[src/design/tss_pkg.sv]
`timescale 1ns / 1ps

package tss_pkg;

    localparam int NUM_STACKS  = 3;
    localparam int STACK_DEPTH = 64;
    localparam int STORE_SIZE  = NUM_STACKS * STACK_DEPTH;

    localparam int WORD_W = 32;
    localparam int CAP_W  = 7;
    localparam int CNT_W  = $clog2(STACK_DEPTH + 1);
    localparam int ID_W   = (NUM_STACKS > 1) ? $clog2(NUM_STACKS) : 1;
    localparam int ADDR_W = (STORE_SIZE > 1) ? $clog2(STORE_SIZE) : 1;
    localparam int SUM_W  = ADDR_W + 1;

    // request queue between front and back; depth must be a power of two
    localparam int QDEPTH = 2;
    localparam int QPTR_W = $clog2(QDEPTH);
    localparam int QCNT_W = $clog2(QDEPTH + 1);

    localparam logic [CAP_W-1:0]  CAP_RESET = CAP_W'(64);
    localparam logic [WORD_W-1:0] FAIL_WORD = {WORD_W{1'b1}};

    typedef enum logic [1:0] {
        K_PUSH  = 2'd0,
        K_POP   = 2'd1,
        K_PEEK  = 2'd2,
        K_QUERY = 2'd3
    } kind_t;

    typedef enum logic [1:0] {
        ST_OK    = 2'd0,
        ST_FULL  = 2'd1,
        ST_EMPTY = 2'd2,
        ST_BAD   = 2'd3
    } status_t;

    typedef enum logic {
        BS_IDLE,
        BS_READ
    } back_state_t;

    // classified request as it sits in the queue
    typedef struct packed {
        logic [1:0]        kind;
        logic [ID_W-1:0]   id;
        logic [WORD_W-1:0] value;
        logic              bad;
        logic [CNT_W-1:0]  cap;
        logic [SUM_W-1:0]  base;
    } req_t;

endpackage

[src/design/tss_front.sv]
`timescale 1ns / 1ps

module tss_front (
    input  logic                              clk,
    input  logic                              rst_n,
    input  logic                              cfg_we,
    input  logic [tss_pkg::CAP_W-1:0]         cfg_wdata,
    input  logic                              push,
    output logic                              full,
    input  logic [1:0]                        kind,
    input  logic [1:0]                        stack_id,
    input  logic signed [tss_pkg::WORD_W-1:0] push_value,
    output logic                              q_valid,
    input  logic                              q_pop,
    output tss_pkg::req_t                     q_item
);

    logic [tss_pkg::CAP_W-1:0]  cap_reg;
    logic [tss_pkg::CNT_W-1:0]  cap_eff;
    tss_pkg::req_t              req;

    tss_pkg::req_t              entry_reg [tss_pkg::QDEPTH];
    logic [tss_pkg::QPTR_W-1:0] wptr_reg, wptr_next;
    logic [tss_pkg::QPTR_W-1:0] rptr_reg, rptr_next;
    logic [tss_pkg::QCNT_W-1:0] fill_reg, fill_next;
    logic                       do_push;

    always_ff @(posedge clk or negedge rst_n)
    begin
        if (!rst_n)
        begin
            cap_reg <= tss_pkg::CAP_RESET;
        end
        else if (cfg_we)
        begin
            cap_reg <= cfg_wdata;
        end
    end

    // capacity saturates at the region size
    always_comb
    begin
        if (int'(cap_reg) > tss_pkg::STACK_DEPTH)
        begin
            cap_eff = tss_pkg::CNT_W'(tss_pkg::STACK_DEPTH);
        end
        else
        begin
            cap_eff = tss_pkg::CNT_W'(cap_reg);
        end
    end

    always_comb
    begin
        req.kind  = kind;
        req.id    = tss_pkg::ID_W'(stack_id);
        req.value = push_value;
        req.bad   = (cap_eff == '0) || (int'(stack_id) >= tss_pkg::NUM_STACKS);
        req.cap   = cap_eff;
        req.base  = tss_pkg::SUM_W'(tss_pkg::SUM_W'(stack_id) * tss_pkg::SUM_W'(cap_eff));
    end

    assign full    = (fill_reg == tss_pkg::QCNT_W'(tss_pkg::QDEPTH));
    assign q_valid = (fill_reg != '0);
    assign q_item  = entry_reg[rptr_reg];
    assign do_push = push && !full;

    always_comb
    begin
        wptr_next = wptr_reg;
        rptr_next = rptr_reg;
        fill_next = fill_reg;
        if (do_push)
        begin
            wptr_next = wptr_reg + 1'b1;
        end
        if (q_pop && q_valid)
        begin
            rptr_next = rptr_reg + 1'b1;
        end
        if (do_push && !(q_pop && q_valid))
        begin
            fill_next = fill_reg + 1'b1;
        end
        else if (!do_push && q_pop && q_valid)
        begin
            fill_next = fill_reg - 1'b1;
        end
    end

    always_ff @(posedge clk or negedge rst_n)
    begin
        if (!rst_n)
        begin
            wptr_reg <= '0;
            rptr_reg <= '0;
            fill_reg <= '0;
        end
        else
        begin
            wptr_reg <= wptr_next;
            rptr_reg <= rptr_next;
            fill_reg <= fill_next;
        end
    end

    always_ff @(posedge clk)
    begin
        if (do_push)
        begin
            entry_reg[wptr_reg] <= req;
        end
    end

endmodule

[config.mk]
export PLATFORM = sky130hd
export DESIGN_NAME = tss_front
export DESIGN_NICKNAME = d
export VERILOG_FILES = /design/src/design/tss_pkg.sv /design/src/design/tss_front.sv
export SDC_FILE = /design/constraint.sdc
export NUM_CORES = 1
export LEC_CHECK = 0
export ABC_CLOCK_PERIOD_IN_PS = 9700
export BUFFER_PORTS_ARGS = -buffer_cell sky130_fd_sc_hd__buf_2
export CORE_MARGIN = 4
export CORE_UTILIZATION = 47
export DETAILED_ROUTE_END_ITERATION = 10
export PLACE_DENSITY = 0.78
export SYNTH_ARGS = -nofsm -noshare
export SYNTH_HDL_FRONTEND = slang
export SYNTH_SLANG_ARGS = --single-unit
[constraint.sdc]
create_clock -name clk -period 9.7 [get_ports clk]
set_input_delay 0.97 -clock clk [delete_from_list [all_inputs] [get_ports clk]]
set_output_delay 0.97 -clock clk [all_outputs]
set_load 0.02 [all_outputs]
* Yosys cells after proc, flatten, opt, wreduce, memory -nomap -nowiden
Memory sizes are Yosys's and may differ from the RTL's. Cells that the tools add are included.
Operators by class: divide/modulo/power cells 0, muxes and demuxes 5, bitwise operators 0, shift operators 0, equal/unequal tests 1, $mul 1, order comparisons 2, reductions and logical operators 12, add/sub/neg operators 4
Operators with widths (count):
- 2-bit by 7-bit multiplier with 9-bit output | 1
- 7-bit greater-than comparator (second input constant) | 1
- 7-bit logical NOT | 1
- 7-bit 2-to-1 mux | 1
- 1-bit logical AND | 5
- 2-bit 2-to-1 mux | 2
- 2-bit nonzero test | 2
- 1-bit logical NOT | 3
- 1-bit adder (second input constant) | 2
- 2-bit by 1-bit adder with 2-bit output (second input constant) | 1
- 2-bit == test (second input constant) | 1
- 2-bit greater-or-equal comparator (second input constant) | 1
- 1-bit 2-to-1 mux | 2
- 2-bit by 1-bit subtractor with 2-bit output (second input constant) | 1
- 1-bit logical OR | 1
Word-level totals: bits in latches 0, memories kept 1, RAM bits 106, word-level logic and storage cells 30, output and inout bits 55, bits of input ports 48, ROM bits 0, register bits 11
Memories:
- entry_reg | depth 2, width 53, read ports 1, clocked after Yosys merged registers in 0, wr ports 1, RTL line tss_front.sv:22 | tss_pkg::req_t entry_reg [tss_pkg::QDEPTH];

* Depth between registers and ports, before layout
Gate-level depths: netlist (run 1).
depth after elaboration 8, gate-level depth with buffers 8, gate-level depth less buffers 8

* Worst setup path before layout (run 1)
OpenSTA, ideal clock, no wires.
path kind input-to-reg, start point in push, end point mem entry_reg[0][0] in the netlist's numbering, enable pin, required time 9236 ps, buffers on the path 0, stages on the path 2, arrival time 3264 ps, setup time 464 ps, path slack 5972 ps, cell sequence nand2_1 -> nor2_1
On the way: longest elaborated chain between the ends 3
Ends and longest elaborated chain:
- from (decl) | RTL line tss_front.sv:8 | input logic push,
- 1-bit logical AND | RTL line tss_front.sv:66 | assign do_push = push && !full;
- 1-bit 2-to-1 mux | RTL line tss_front.sv:109 | if (do_push)
- 1-bit 2-to-1 mux (implied by the code) | RTL line tss_front.sv:111 | entry_reg[wptr_reg] <= req;
- to (decl) | RTL line tss_front.sv:22
Every way passes these cells.

==> flow_results.xml, run 1 <==
<?xml version="1.0" encoding="UTF-8"?>
<metrics>
  <group name="status">
    <metric name="run_status" unit="">complete, no violations</metric>
  </group>
  <group name="floorplan">
    <metric name="initial_core_utilization" unit="%">47.9</metric>
    <metric name="ios" unit="">103</metric>
    <metric name="area_inside_the_core_boundary" unit="µm²">9730</metric>
    <metric name="fp.dieW" unit="µm">108</metric>
    <metric name="dieArea" unit="µm²">11600</metric>
    <metric name="die_h" unit="µm">108</metric>
    <metric name="std_cell_rows" unit="">36</metric>
  </group>
  <group name="synth">
    <metric name="netlist.top_cell.by_area" unit="">sky130_fd_sc_hd__edfxtp_1</metric>
    <metric name="synth_most_common_cell" unit="">sky130_fd_sc_hd__edfxtp_1</metric>
    <metric name="synth.net_count" unit="">310</metric>
    <metric name="synth_sequential_area_ratio" unit="%">74.2</metric>
    <metric name="synth_enable_flop_cells" unit="">106</metric>
    <metric name="synth_seq_cells" unit="">117</metric>
    <metric name="cells_taking_the_most_area_after_synthesis" unit="">sky130_fd_sc_hd__edfxtp_1 68%, sky130_fd_sc_hd__mux2_2 10%, sky130_fd_sc_hd__dfrtp_1 5.4%</metric>
    <metric name="postSynth.topFlopCell" unit="">sky130_fd_sc_hd__edfxtp_1</metric>
    <metric name="yosysTopAreaCellShare" unit="%">68.3</metric>
    <metric name="syn_area" unit="µm²">4660</metric>
    <metric name="async_flop_share" unit="%">9.40</metric>
    <metric name="synth.yosys.warnings" unit="">0</metric>
    <metric name="yosys-top-cells-count" unit="">106 x sky130_fd_sc_hd__edfxtp_1, 43 x sky130_fd_sc_hd__mux2_2, 17 x sky130_fd_sc_hd__mux2_1</metric>
    <metric name="post_synth_num_cell_types" unit="">32</metric>
    <metric name="syn-mean-instance-area" unit="µm²">18.3</metric>
    <metric name="synth_cells" unit="">255</metric>
  </group>
  <group name="power_and_ir_drop">
    <metric name="leakage_component_of_the_power" unit="nW">2.30</metric>
    <metric name="power_density" unit="nW/µm²">304</metric>
    <metric name="switching_power" unit="µW">528</metric>
    <metric name="power.switching_fraction" unit="%">29.4</metric>
    <metric name="share_seq_of_total_power" unit="%">40.0</metric>
    <metric name="p_int" unit="mW">1.27</metric>
    <metric name="report.power.total" unit="mW">1.80</metric>
    <metric name="pwr-share-comb" unit="%">26.2</metric>
    <metric name="clkPwrFrac" unit="%">33.9</metric>
    <metric name="peakVddDrop" unit="µV">175</metric>
  </group>
  <group name="layout">
    <metric name="final_cells" unit="">516</metric>
    <metric name="nFillCells" unit="">767</metric>
    <metric name="finalNetCount" unit="">425</metric>
    <metric name="flow.area_growth_from_synthesis" unit="%">26.9</metric>
    <metric name="stdcell_area" unit="µm²">5920</metric>
    <metric name="n_antenna_cell" unit="">0</metric>
    <metric name="drive_above_1_share" unit="%">46.7</metric>
    <metric name="max_reg_flops" unit="">106</metric>
    <metric name="finalCoreUtilization" unit="%">60.8</metric>
  </group>
  <group name="job">
    <metric name="drv.max_cap_violation_count" unit="">0</metric>
  </group>
  <group name="hold_path">
    <metric name="holdCritPathClass" unit="">in -&gt; async</metric>
  </group>
  <group name="setup_path">
    <metric name="timing.critical_path.to_type" unit="">output pin</metric>
    <metric name="ff2ff_path_depth" unit="">8</metric>
    <metric name="timing.critical_path.arrival" unit="ns">2.29</metric>
    <metric name="r2r_setup_slack" unit="ns">7.14</metric>
    <metric name="worstReg2RegEnd" unit="">entry_reg[0][7]</metric>
    <metric name="crit_type" unit="">reg -&gt; out</metric>
    <metric name="timing.critical_path.required" unit="ns">8.73</metric>
    <metric name="crit_path_max_fanout" unit="">30</metric>
    <metric name="critical_path.startpoint_type" unit="">flop</metric>
    <metric name="worstReg2RegStart" unit="">cap_reg[6]</metric>
  </group>
  <group name="global_route">
    <metric name="first_global_vias" unit="">2683</metric>
    <metric name="grt_first_pass_wirelength" unit="mm">13.0</metric>
    <metric name="antenna_found_initial" unit="">0</metric>
    <metric name="grt_util_all_layers" unit="%">15.1</metric>
    <metric name="grt.overflow.total" unit="">0</metric>
    <metric name="pin_count_of_the_biggest_net_entering_global_routing" unit="">54</metric>
  </group>
  <group name="clocking">
    <metric name="cts_setup_buffers" unit="">0</metric>
    <metric name="insertion_delay" unit="ns">0.50</metric>
    <metric name="clkTransAtPathRegs" unit="ns">0.06</metric>
    <metric name="ctsHtreeMaxLevel" unit="">4</metric>
    <metric name="clock-root-buffer" unit="">sky130_fd_sc_hd__clkbuf_8</metric>
    <metric name="cts_buffers" unit="">17</metric>
    <metric name="clock_tree.buffer_depth" unit="">2</metric>
    <metric name="cts_tree" unit="">built</metric>
    <metric name="cts.repair.resized" unit="">0</metric>
    <metric name="cts_num_sinks" unit="">117</metric>
    <metric name="postCtsHoldBufs" unit="">0</metric>
  </group>
  <group name="timing">
    <metric name="setup_ws" unit="ns">6.44</metric>
    <metric name="max_freq" unit="MHz">307</metric>
    <metric name="actual_transition_at_the_worst_max_transition_pin" unit="ns">0.730</metric>
    <metric name="pins_over_slew_limit" unit="">0</metric>
    <metric name="setup_viol_count_final" unit="">0</metric>
    <metric name="layout_min_cycle_time" unit="ns">3.26</metric>
    <metric name="accumulated_negative_setup_slack" unit="ns">0</metric>
    <metric name="hold_violations" unit="">0</metric>
    <metric name="final.setup_skew" unit="ns">0.00787</metric>
    <metric name="rsz_0062_raised_after_global_routing" unit="">no</metric>
    <metric name="hold_ws" unit="ns">0.326</metric>
    <metric name="final.period_utilization" unit="%">33.6</metric>
    <metric name="slew-limit-headroom" unit="%">51.3</metric>
  </group>
  <group name="drt">
    <metric name="dr.pass1.iters" unit="">4</metric>
    <metric name="final_antenna_net_count" unit="">0</metric>
    <metric name="first_iter_violations" unit="">117</metric>
    <metric name="drt_wl_total" unit="mm">8.08</metric>
    <metric name="via_count" unit="">2560</metric>
    <metric name="route.detailed.wl_per_inst" unit="µm">15.7</metric>
    <metric name="drt_drc" unit="">0</metric>
    <metric name="vias_per_cell" unit="">4.96</metric>
  </group>
  <group name="place">
    <metric name="place.detailed.hpwl" unit="mm">5.31</metric>
    <metric name="dp_cells" unit="">484</metric>
    <metric name="post_dp_cell_area" unit="µm²">5330</metric>
    <metric name="gpl.final_weighted_congestion" unit="">0.780</metric>
    <metric name="port_buffers" unit="">102</metric>
    <metric name="detailedPlace.worstSlack" unit="ns">6.68</metric>
  </group>
</metrics>
==> metal layers <==
layer	part of all wire, %	GRT usage (%)	up-vias	routed length (µm)
li1	-	-	1207	-
met1	42	18.0	1252	3360
met2	49	24.7	88	3950
met3	7.8	5.22	13	628
met4	1.7	7.03	0	136
met5	0	0	-	0
==> critical path, cell delays in order (launching register included) <==
cell	delay, ns
sky130_fd_sc_hd__dfrtp_2	0.73
sky130_fd_sc_hd__buf_4	0.47
sky130_fd_sc_hd__mux2_2	0.40
sky130_fd_sc_hd__buf_2	0.16
==> power by group through the flow <==
| stage | Clock, mW | Sequential [mW] | Combinational [mW] |
|---|---|---|---|
| final | 0.609 | 0.719 | 0.471 |
| after global routing | 0.647 | 0.733 | 0.506 |
| after CTS | 0.622 | 0.722 | 0.482 |
| after detailed placement | 0 | 0.732 | 0.479 |
| after floorplan | 0 | 0.703 | 0.352 |
| after global placement | 0 | 0.725 | 0.475 |
==> kinds of logic after synthesis <==
logic type,Yosys count,share of synthesized area (%)
xor gates and xnor gates,7,1.31
buffers and inverters,11,1.05
AOI/OAI and AO/OA,17,2.42
muxes,60,14.5
and+or+nand+nor,36,4.51
DFF,117,74.2
adders and majority gates,7,2.04
==> layout make-up <==
type / count / area, µm² / area share [%]
flip-flops and latches: 117 / 3460 / 58.5
multi-input cells: 127 / 1160 / 19.7
repair buffers: 105 / 533 / 9.01
clock buffers: 20 / 425 / 7.19
well taps: 133 / 166 / 2.81
clock inverters: 12 / 160 / 2.71
inverters: 2 / 7.51 / 0.127
==> cells in the final DEF, fill, tap and decap left out, types with 2 or more instances in the layout <==
cell | synthesis | routed
sky130_fd_sc_hd__xor2_1 | 3 | 3
sky130_fd_sc_hd__clkbuf_16 | 0 | 16
sky130_fd_sc_hd__xnor2_1 | 4 | 4
sky130_fd_sc_hd__dfrtp_1 | 10 | 9
sky130_fd_sc_hd__nor2_1 | 3 | 2
sky130_fd_sc_hd__buf_4 | 0 | 3
sky130_fd_sc_hd__inv_1 | 2 | 2
sky130_fd_sc_hd__clkinv_2 | 0 | 2
sky130_fd_sc_hd__mux2_2 | 43 | 43
sky130_fd_sc_hd__clkinv_1 | 0 | 4
sky130_fd_sc_hd__edfxtp_1 | 106 | 106
sky130_fd_sc_hd__bufinv_16 | 0 | 4
sky130_fd_sc_hd__clkbuf_1 | 3 | 3
sky130_fd_sc_hd__clkinvlp_4 | 0 | 2
sky130_fd_sc_hd__mux2_1 | 17 | 17
sky130_fd_sc_hd__a21oi_1 | 6 | 6
sky130_fd_sc_hd__and2_1 | 13 | 13
sky130_fd_sc_hd__nand2_1 | 3 | 3
sky130_fd_sc_hd__o21ai_0 | 3 | 3
sky130_fd_sc_hd__ha_1 | 6 | 6
sky130_fd_sc_hd__buf_2 | 6 | 102
sky130_fd_sc_hd__nor2b_1 | 10 | 10
==> worst max path at each step <==
stage | start | end | depth (start not counted)
final | rptr_reg | q_item[50] | 3
after CTS | rptr_reg | q_item[50] | 3
after detailed placement | stack_id[1] | entry_reg[0][8] | 8
after floorplan | push | entry_reg[0][0] | 2
after global routing | rptr_reg | q_item[50] | 3
after global placement | stack_id[1] | entry_reg[0][7] | 9
(Power assumes the default switching activity.)
==> inputs of run 2 (changes only) <==
--- a/config.mk
+++ b/config.mk
@@ -5,12 +5,13 @@
 export SDC_FILE = /design/constraint.sdc
 export NUM_CORES = 1
 export LEC_CHECK = 0
-export ABC_CLOCK_PERIOD_IN_PS = 9700
+export ABC_AREA = 1
+export ABC_CLOCK_PERIOD_IN_PS = 3330
 export BUFFER_PORTS_ARGS = -buffer_cell sky130_fd_sc_hd__buf_2
 export CORE_MARGIN = 4
 export CORE_UTILIZATION = 47
 export DETAILED_ROUTE_END_ITERATION = 10
-export PLACE_DENSITY = 0.78
+export PLACE_DENSITY = 0.77
 export SYNTH_ARGS = -nofsm -noshare
 export SYNTH_HDL_FRONTEND = slang
 export SYNTH_SLANG_ARGS = --single-unit
==> constraint.sdc (replaced) <==
create_clock -name clk -period 3.33 [get_ports clk]
set_input_delay 0.333 -clock clk [delete_from_list [all_inputs] [get_ports clk]]
set_output_delay 0.333 -clock clk [all_outputs]
set_load 0.02 [all_outputs]
==> flow_results.xml, run 2 <==
<?xml version="1.0" encoding="UTF-8"?>
<metrics>
  <group name="global_route">
    <metric name="first_global_vias" unit="">3214</metric>
    <metric name="pin_count_of_the_biggest_net_entering_global_routing" unit="">55</metric>
    <metric name="grt_first_pass_wirelength" unit="mm">15.2</metric>
    <metric name="grt_util_all_layers" unit="%">17.7</metric>
    <metric name="grt.overflow.total" unit="">0</metric>
    <metric name="antenna_found_initial" unit="">0</metric>
  </group>
  <group name="timing">
    <metric name="rsz_0062_raised_after_global_routing" unit="">no</metric>
    <metric name="layout_min_cycle_time" unit="ns">2.41</metric>
    <metric name="setup_viol_count_final" unit="">0</metric>
    <metric name="accumulated_negative_setup_slack" unit="ns">0</metric>
    <metric name="final.setup_skew" unit="ns">0.00710</metric>
    <metric name="setup_ws" unit="ns">0.916</metric>
    <metric name="slew-limit-headroom" unit="%">35.8</metric>
    <metric name="actual_transition_at_the_worst_max_transition_pin" unit="ns">0.962</metric>
    <metric name="max_freq" unit="MHz">414</metric>
    <metric name="pins_over_slew_limit" unit="">0</metric>
    <metric name="final.period_utilization" unit="%">72.5</metric>
    <metric name="hold_violations" unit="">0</metric>
  </group>
  <group name="clocking">
    <metric name="clock_tree.buffer_depth" unit="">2</metric>
    <metric name="cts_buffers" unit="">17</metric>
    <metric name="clock-root-buffer" unit="">sky130_fd_sc_hd__clkbuf_8</metric>
    <metric name="cts_tree" unit="">built</metric>
    <metric name="clkTransAtPathRegs" unit="ns">0.06</metric>
    <metric name="insertion_delay" unit="ns">0.52</metric>
    <metric name="cts_num_sinks" unit="">117</metric>
    <metric name="ctsHtreeMaxLevel" unit="">4</metric>
    <metric name="cts_setup_buffers" unit="">0</metric>
  </group>
  <group name="setup_path">
    <metric name="ff2ff_path_depth" unit="">8</metric>
    <metric name="timing.critical_path.required" unit="ns">3.00</metric>
    <metric name="r2r_setup_slack" unit="ns">1.15</metric>
    <metric name="timing.critical_path.to_type" unit="">output pin</metric>
    <metric name="critical_path.startpoint_type" unit="">flop</metric>
    <metric name="crit_type" unit="">reg -&gt; out</metric>
    <metric name="worstReg2RegEnd" unit="">entry_reg[0][5]</metric>
    <metric name="timing.critical_path.arrival" unit="ns">2.08</metric>
    <metric name="worstReg2RegStart" unit="">cap_reg[6]</metric>
    <metric name="critPathCapture" unit="">q_item[7]</metric>
    <metric name="crit_path_launch" unit="">rptr_reg</metric>
    <metric name="crit_path_max_fanout" unit="">54</metric>
  </group>
  <group name="synth">
    <metric name="post_synth_num_cell_types" unit="">25</metric>
    <metric name="synth_sequential_area_ratio" unit="%">72.7</metric>
    <metric name="synth_most_common_cell" unit="">sky130_fd_sc_hd__nand2_1</metric>
    <metric name="synth_enable_flop_cells" unit="">106</metric>
    <metric name="synth_seq_cells" unit="">117</metric>
    <metric name="postSynth.topFlopCell" unit="">sky130_fd_sc_hd__edfxtp_1</metric>
    <metric name="synth_cells" unit="">401</metric>
    <metric name="cells_taking_the_most_area_after_synthesis" unit="">sky130_fd_sc_hd__edfxtp_1 67%, sky130_fd_sc_hd__nand2_1 15%, sky130_fd_sc_hd__dfrtp_1 5.3%</metric>
    <metric name="syn-mean-instance-area" unit="µm²">11.9</metric>
    <metric name="yosysTopAreaCellShare" unit="%">66.9</metric>
    <metric name="async_flop_share" unit="%">9.40</metric>
    <metric name="synth.yosys.warnings" unit="">0</metric>
    <metric name="syn_area" unit="µm²">4760</metric>
    <metric name="netlist.top_cell.by_area" unit="">sky130_fd_sc_hd__edfxtp_1</metric>
    <metric name="yosys-top-cells-count" unit="">187 x sky130_fd_sc_hd__nand2_1, 106 x sky130_fd_sc_hd__edfxtp_1, 22 x sky130_fd_sc_hd__nor2_1</metric>
    <metric name="synth.net_count" unit="">456</metric>
  </group>
  <group name="place">
    <metric name="gpl.final_weighted_congestion" unit="">0.924</metric>
    <metric name="detailedPlace.worstSlack" unit="ns">1.18</metric>
    <metric name="place.detailed.hpwl" unit="mm">6.15</metric>
    <metric name="port_buffers" unit="">102</metric>
  </group>
  <group name="floorplan">
    <metric name="ios" unit="">103</metric>
    <metric name="dieArea" unit="µm²">11800</metric>
    <metric name="die_h" unit="µm">109</metric>
    <metric name="initial_core_utilization" unit="%">48.5</metric>
    <metric name="area_inside_the_core_boundary" unit="µm²">9820</metric>
    <metric name="fp.dieW" unit="µm">109</metric>
    <metric name="std_cell_rows" unit="">36</metric>
  </group>
  <group name="layout">
    <metric name="drive_above_1_share" unit="%">26.9</metric>
    <metric name="finalNetCount" unit="">600</metric>
    <metric name="layout_commonest_cell" unit="">sky130_fd_sc_hd__nand2_1</metric>
    <metric name="nFillCells" unit="">766</metric>
    <metric name="n_antenna_cell" unit="">0</metric>
    <metric name="max_reg_flops" unit="">106</metric>
    <metric name="layout.cells.most_common_list" unit="">187 x sky130_fd_sc_hd__nand2_1, 106 x sky130_fd_sc_hd__edfxtp_1, 102 x sky130_fd_sc_hd__buf_2, 31 x sky130_fd_sc_hd__dlygate4sd3_1, 21 x sky130_fd_sc_hd__clkbuf_16</metric>
    <metric name="flow.area_growth_from_synthesis" unit="%">33.1</metric>
  </group>
  <group name="drt">
    <metric name="dr.pass1.iters" unit="">4</metric>
    <metric name="via_count" unit="">3230</metric>
    <metric name="drt_wl_total" unit="mm">9.78</metric>
    <metric name="vias_per_cell" unit="">4.67</metric>
    <metric name="first_iter_violations" unit="">217</metric>
    <metric name="final_antenna_net_count" unit="">0</metric>
    <metric name="route.detailed.wl_per_inst" unit="µm">14.2</metric>
    <metric name="drt_drc" unit="">0</metric>
  </group>
  <group name="job">
    <metric name="drv.max_cap_violation_count" unit="">0</metric>
  </group>
  <group name="power_and_ir_drop">
    <metric name="power_density" unit="nW/µm²">903</metric>
    <metric name="report.power.total" unit="mW">5.72</metric>
    <metric name="peakVddDrop" unit="µV">536</metric>
    <metric name="leakage_component_of_the_power" unit="nW">2.88</metric>
  </group>
  <group name="hold_path">
    <metric name="holdCritPathClass" unit="">in -&gt; reg</metric>
  </group>
  <group name="status">
    <metric name="run_status" unit="">complete, no violations</metric>
  </group>
</metrics>
==> run 2: cell types whose count changed in the layout (fill, tap and decap cells not counted), moves of 13 or more <==
cell,before,now
sky130_fd_sc_hd__and2_1,13,0
sky130_fd_sc_hd__dlygate4sd3_1,0,31
sky130_fd_sc_hd__inv_1,2,20
sky130_fd_sc_hd__mux2_1,17,0
sky130_fd_sc_hd__mux2_2,43,6
sky130_fd_sc_hd__nand2_1,3,187
sky130_fd_sc_hd__nor2_1,2,20
==> run 2: final cells by class <==
| class | instances | area (µm²) | area share, % |
|---|---|---|---|
| Sequential cell | 117 | 3460 | 54.6 |
| Clock inverter | 5 | 50.0 | 0.790 |
| Timing Repair Buffer | 138 | 858 | 13.6 |
| Multi-Input combinational cell | 250 | 1140 | 18.0 |
| Clock buffer | 27 | 578 | 9.13 |
| Tap cell | 133 | 166 | 2.63 |
| Inverter | 21 | 78.8 | 1.24 |
==> run 2: worst min path at each step <==
| stage | slack, ns | from | cells past startpoint | to |
|---|---|---|---|---|
| after global placement | 0.21 | rst_n | 1 | cap_reg[3] |
| final | 0.02 | push_value[6] | 1 | entry_reg[0][23] |
| after global routing | 0.002 | push_value[30] | 1 | entry_reg[0][47] |
| after detailed placement | 0.21 | rst_n | 1 | cap_reg[1] |
| after floorplan | 0.04 | rst_n | 0 | cap_reg[0] |
| after CTS | 0.001 | cfg_wdata[1] | 3 | cap_reg[1] |
==> run 2: routing by layer <==
metal	share of wire, %	wire, µm	vias to the layer above	track usage [%]
met2	51	4960	98	29.6
met5	0	0	-	0
met1	41	4000	1493	20.4
met4	2.5	246	0	9.47
met3	5.9	580	22	5.33
li1	-	-	1617	-
==> run 2: cell families (layout without fill, tap and decap cells) <==
family | count (synthesis) | after routing | synth area share (%)
adders and majority gates | 7 | 7 | 2.00
xor gates and xnor gates | 6 | 6 | 1.10
DFF | 117 | 117 | 72.7
AOI/OAI and AO/OA | 8 | 8 | 1.05
and+or+nand+nor | 223 | 223 | 18.1
muxes | 6 | 6 | 1.42
buffers and inverters | 34 | 191 | 3.65
==> run 2: power by group <==
group / internal [mW] / total, mW / switching (mW) / leakage [nW]
clock network: 1.25 / 1.84 / 0.591 / 0.314
registers: 2.01 / 2.10 / 0.0950 / 1.13
logic: 0.510 / 1.78 / 1.27 / 1.44
==> run 2: timing repair <==
action | in CTS | in global routing
resized for setup | 0 | 0
endpoints found under the hold margin | 71 | 0
hold buffers | 31 | 0
==> run 2: metrics by stage <==
stage	util [%]	area [µm²]	instances	hold WS (ns)
floorplan	-	4760	401	0.0374
global placement	54.9	5400	628	0.206
detailed placement	54.9	5400	628	0.211
CTS	64.5	6330	691	0.00128
global route	64.5	6330	691	0.00169
finish	64.5	6330	691	0.0246
==> run 2: worst max-delay path, cell delays in order (launching register included) <==
cell	delay, ns
sky130_fd_sc_hd__dfrtp_2	0.41
sky130_fd_sc_hd__inv_2	0.69
sky130_fd_sc_hd__nand2_1	0.16
sky130_fd_sc_hd__nand2_1	0.12
sky130_fd_sc_hd__buf_2	0.17
==> inputs of run 3 (changes only) <==
--- a/config.mk
+++ b/config.mk
@@ -5,13 +5,13 @@
 export SDC_FILE = /design/constraint.sdc
 export NUM_CORES = 1
 export LEC_CHECK = 0
-export ABC_AREA = 1
-export ABC_CLOCK_PERIOD_IN_PS = 3330
+export ABC_AREA = 0
+export ABC_CLOCK_PERIOD_IN_PS = 2050
 export BUFFER_PORTS_ARGS = -buffer_cell sky130_fd_sc_hd__buf_2
 export CORE_MARGIN = 4
 export CORE_UTILIZATION = 47
 export DETAILED_ROUTE_END_ITERATION = 10
-export PLACE_DENSITY = 0.77
+export PLACE_DENSITY = 0.8
 export SYNTH_ARGS = -nofsm -noshare
 export SYNTH_HDL_FRONTEND = slang
 export SYNTH_SLANG_ARGS = --single-unit
==> constraint.sdc (replaced) <==
create_clock -name clk -period 2.05 [get_ports clk]
set_input_delay 0.205 -clock clk [delete_from_list [all_inputs] [get_ports clk]]
set_output_delay 0.205 -clock clk [all_outputs]
set_load 0.02 [all_outputs]
==> flow_results.xml, run 3 (synthesized netlist as in run 1, its figures left out) <==
<?xml version="1.0" encoding="UTF-8"?>
<metrics>
  <group name="status">
    <metric name="run_status" unit="">finished with violations</metric>
    <metric name="violations" unit="">setup timing</metric>
  </group>
  <group name="layout">
    <metric name="final_cells" unit="">576</metric>
    <metric name="max_reg_flops" unit="">106</metric>
    <metric name="stdcell_area" unit="µm²">6540</metric>
    <metric name="flow.area_growth_from_synthesis" unit="%">40.3</metric>
    <metric name="nFillCells" unit="">677</metric>
    <metric name="finalCoreUtilization" unit="%">67.2</metric>
    <metric name="layout_commonest_cell" unit="">sky130_fd_sc_hd__edfxtp_1</metric>
    <metric name="n_antenna_cell" unit="">0</metric>
    <metric name="drive_above_1_share" unit="%">47.2</metric>
    <metric name="layout.cells.most_common_list" unit="">106 x sky130_fd_sc_hd__edfxtp_1, 102 x sky130_fd_sc_hd__buf_2, 44 x sky130_fd_sc_hd__dlygate4sd3_1, 43 x sky130_fd_sc_hd__mux2_2, 17 x sky130_fd_sc_hd__mux2_1</metric>
    <metric name="seq_area" unit="µm²">3460</metric>
    <metric name="multi_input_area" unit="µm²">1240</metric>
    <metric name="finalNetCount" unit="">486</metric>
  </group>
  <group name="timing">
    <metric name="layout_min_cycle_time" unit="ns">2.15</metric>
    <metric name="slew-limit-headroom" unit="%">78.5</metric>
    <metric name="hold_violations" unit="">0</metric>
    <metric name="final.period_utilization" unit="%">105</metric>
    <metric name="pins_over_slew_limit" unit="">0</metric>
    <metric name="actual_transition_at_the_worst_max_transition_pin" unit="ns">0.322</metric>
    <metric name="accumulated_negative_setup_slack" unit="ns">-0.439</metric>
    <metric name="final.setup_skew" unit="ns">0.00849</metric>
    <metric name="setup_viol_count_final" unit="">8</metric>
    <metric name="max_freq" unit="MHz">464</metric>
    <metric name="setup_ws" unit="ns">-0.104</metric>
    <metric name="rsz_0062_raised_after_global_routing" unit="">yes</metric>
    <metric name="hold_ws" unit="ns">0.0392</metric>
  </group>
  <group name="setup_path">
    <metric name="r2r_setup_slack" unit="ns">-0.10</metric>
    <metric name="worstReg2RegStart" unit="">cap_reg[6]</metric>
    <metric name="critPathCapture" unit="">entry_reg[1][8]</metric>
    <metric name="critical_path.cell_chain" unit="">nor2b_4 &gt; and2_4 &gt; ha_1 &gt; a21oi_1 &gt; nor2b_1 &gt; a311o_1 &gt; a32o_1</metric>
    <metric name="timing.critical_path.required" unit="ns">2.29</metric>
    <metric name="cpPeakStageDelay" unit="ns">0.59</metric>
    <metric name="cp_slowest_cell" unit="">sky130_fd_sc_hd__dfstp_2</metric>
    <metric name="crit_path_max_fanout" unit="">6</metric>
    <metric name="crit_path_launch" unit="">cap_reg[6]</metric>
    <metric name="worstReg2RegEnd" unit="">entry_reg[1][8]</metric>
    <metric name="timing.critical_path.to_type" unit="">flop</metric>
    <metric name="crit_type" unit="">reg -&gt; reg</metric>
    <metric name="ff2ff_path_depth" unit="">7</metric>
    <metric name="critical_path.startpoint_type" unit="">flop</metric>
    <metric name="timing.critical_path.arrival" unit="ns">2.39</metric>
  </group>
  <group name="place">
    <metric name="post_dp_cell_area" unit="µm²">5510</metric>
    <metric name="place.detailed.hpwl" unit="mm">5.59</metric>
    <metric name="dp_cells" unit="">499</metric>
    <metric name="gpl.final_weighted_congestion" unit="">0.749</metric>
    <metric name="detailedPlace.worstSlack" unit="ns">-0.147</metric>
    <metric name="port_buffers" unit="">102</metric>
  </group>
  <group name="global_route">
    <metric name="grt.overflow.total" unit="">0</metric>
    <metric name="pin_count_of_the_biggest_net_entering_global_routing" unit="">54</metric>
    <metric name="antenna_found_initial" unit="">0</metric>
    <metric name="grt_util_all_layers" unit="%">16.6</metric>
    <metric name="grt_first_pass_wirelength" unit="mm">14.4</metric>
    <metric name="first_global_vias" unit="">2969</metric>
  </group>
  <group name="drt">
    <metric name="vias_per_cell" unit="">4.84</metric>
    <metric name="drt_drc" unit="">0</metric>
    <metric name="dr.pass1.iters" unit="">4</metric>
    <metric name="via_count" unit="">2788</metric>
    <metric name="first_iter_violations" unit="">145</metric>
    <metric name="drt_wl_total" unit="mm">9.04</metric>
    <metric name="final_antenna_net_count" unit="">0</metric>
    <metric name="route.detailed.wl_per_inst" unit="µm">15.7</metric>
  </group>
  <group name="floorplan">
    <metric name="die_h" unit="µm">108</metric>
    <metric name="std_cell_rows" unit="">36</metric>
    <metric name="fp.dieW" unit="µm">108</metric>
    <metric name="area_inside_the_core_boundary" unit="µm²">9730</metric>
    <metric name="dieArea" unit="µm²">11600</metric>
    <metric name="ios" unit="">103</metric>
    <metric name="initial_core_utilization" unit="%">47.9</metric>
  </group>
  <group name="power_and_ir_drop">
    <metric name="switching_power" unit="mW">2.56</metric>
    <metric name="share_seq_of_total_power" unit="%">39.0</metric>
    <metric name="leakage_component_of_the_power" unit="nW">2.57</metric>
    <metric name="peakVddDrop" unit="µV">608</metric>
    <metric name="p_int" unit="mW">5.91</metric>
    <metric name="power.switching_fraction" unit="%">30.3</metric>
    <metric name="report.power.total" unit="mW">8.47</metric>
    <metric name="pwr-share-comb" unit="%">29.9</metric>
    <metric name="power_density" unit="nW/µm²">1290</metric>
    <metric name="clkPwrFrac" unit="%">31.1</metric>
  </group>
  <group name="clocking">
    <metric name="clock_tree.buffer_depth" unit="">2</metric>
    <metric name="cts_tree" unit="">built</metric>
    <metric name="ctsHtreeMaxLevel" unit="">4</metric>
    <metric name="insertion_delay" unit="ns">0.50</metric>
    <metric name="cts_num_sinks" unit="">117</metric>
    <metric name="clock-root-buffer" unit="">sky130_fd_sc_hd__clkbuf_8</metric>
    <metric name="cts_buffers" unit="">17</metric>
    <metric name="clkTransAtPathRegs" unit="ns">0.06</metric>
  </group>
  <group name="job">
    <metric name="drv.max_cap_violation_count" unit="">0</metric>
  </group>
  <group name="hold_path">
    <metric name="holdCritPathClass" unit="">in -&gt; reg</metric>
  </group>
</metrics>
-- run 3: power by group through the flow --
stage	clock network, mW	registers, mW	logic (mW)
final	2.63	3.31	2.53
after floorplan	0	3.31	1.68
after detailed placement	0	3.35	2.46
after global routing	2.81	3.35	2.73
after CTS	2.69	3.31	2.56
after global placement	0	3.32	2.44
-- run 3: routing by layer --
metal / vias to the layer above / part of all wire [%] / track usage, %
met5: - / 0 / 0
met4: 0 / 1.5 / 6.67
met3: 12 / 4.7 / 5.16
met2: 72 / 53 / 29.4
met1: 1374 / 40 / 18.6
li1: 1330 / - / -
-- run 3: worst max-delay path, delay by kind of cell, from the launching register on --
kind	cells	cell delay, ns
AND/OR/NAND/NOR	3	0.32
AO/OA/AOI/OAI	3	0.70
adder cells (fa/ha/maj)	1	0.29
flip-flops	1	0.59
-- run 3: worst min path at each step --
stage / slack (ns) / from / cells after the start / to
floorplan: -0.09 / rst_n / 0 / cap_reg[0]
global placement: 0.08 / rst_n / 1 / cap_reg[3]
detailed placement: 0.09 / rst_n / 1 / cap_reg[3]
CTS: 0.01 / stack_id[0] / 2 / entry_reg[1][49]
global route: 0.02 / stack_id[0] / 2 / entry_reg[1][49]
finish: 0.04 / stack_id[0] / 2 / entry_reg[0][49]
-- run 3: repair_timing --
item,in CTS,in global routing
setup buffers,1,1
gates resized for setup,1,8
hold buffers,44,0
pin swaps,4,4
hold endpoints to repair,89,0
setup endpoints to repair,10,8
-- run 3: final cells by class --
| cell class | count | area share, % |
|---|---|---|
| clock buffer | 20 | 6.50 |
| clock inverter | 11 | 1.70 |
| sequential | 117 | 52.9 |
| inverter | 2 | 0.115 |
| multi-input combinational | 127 | 18.9 |
| tap | 133 | 2.54 |
| timing repair buffer | 166 | 17.3 |
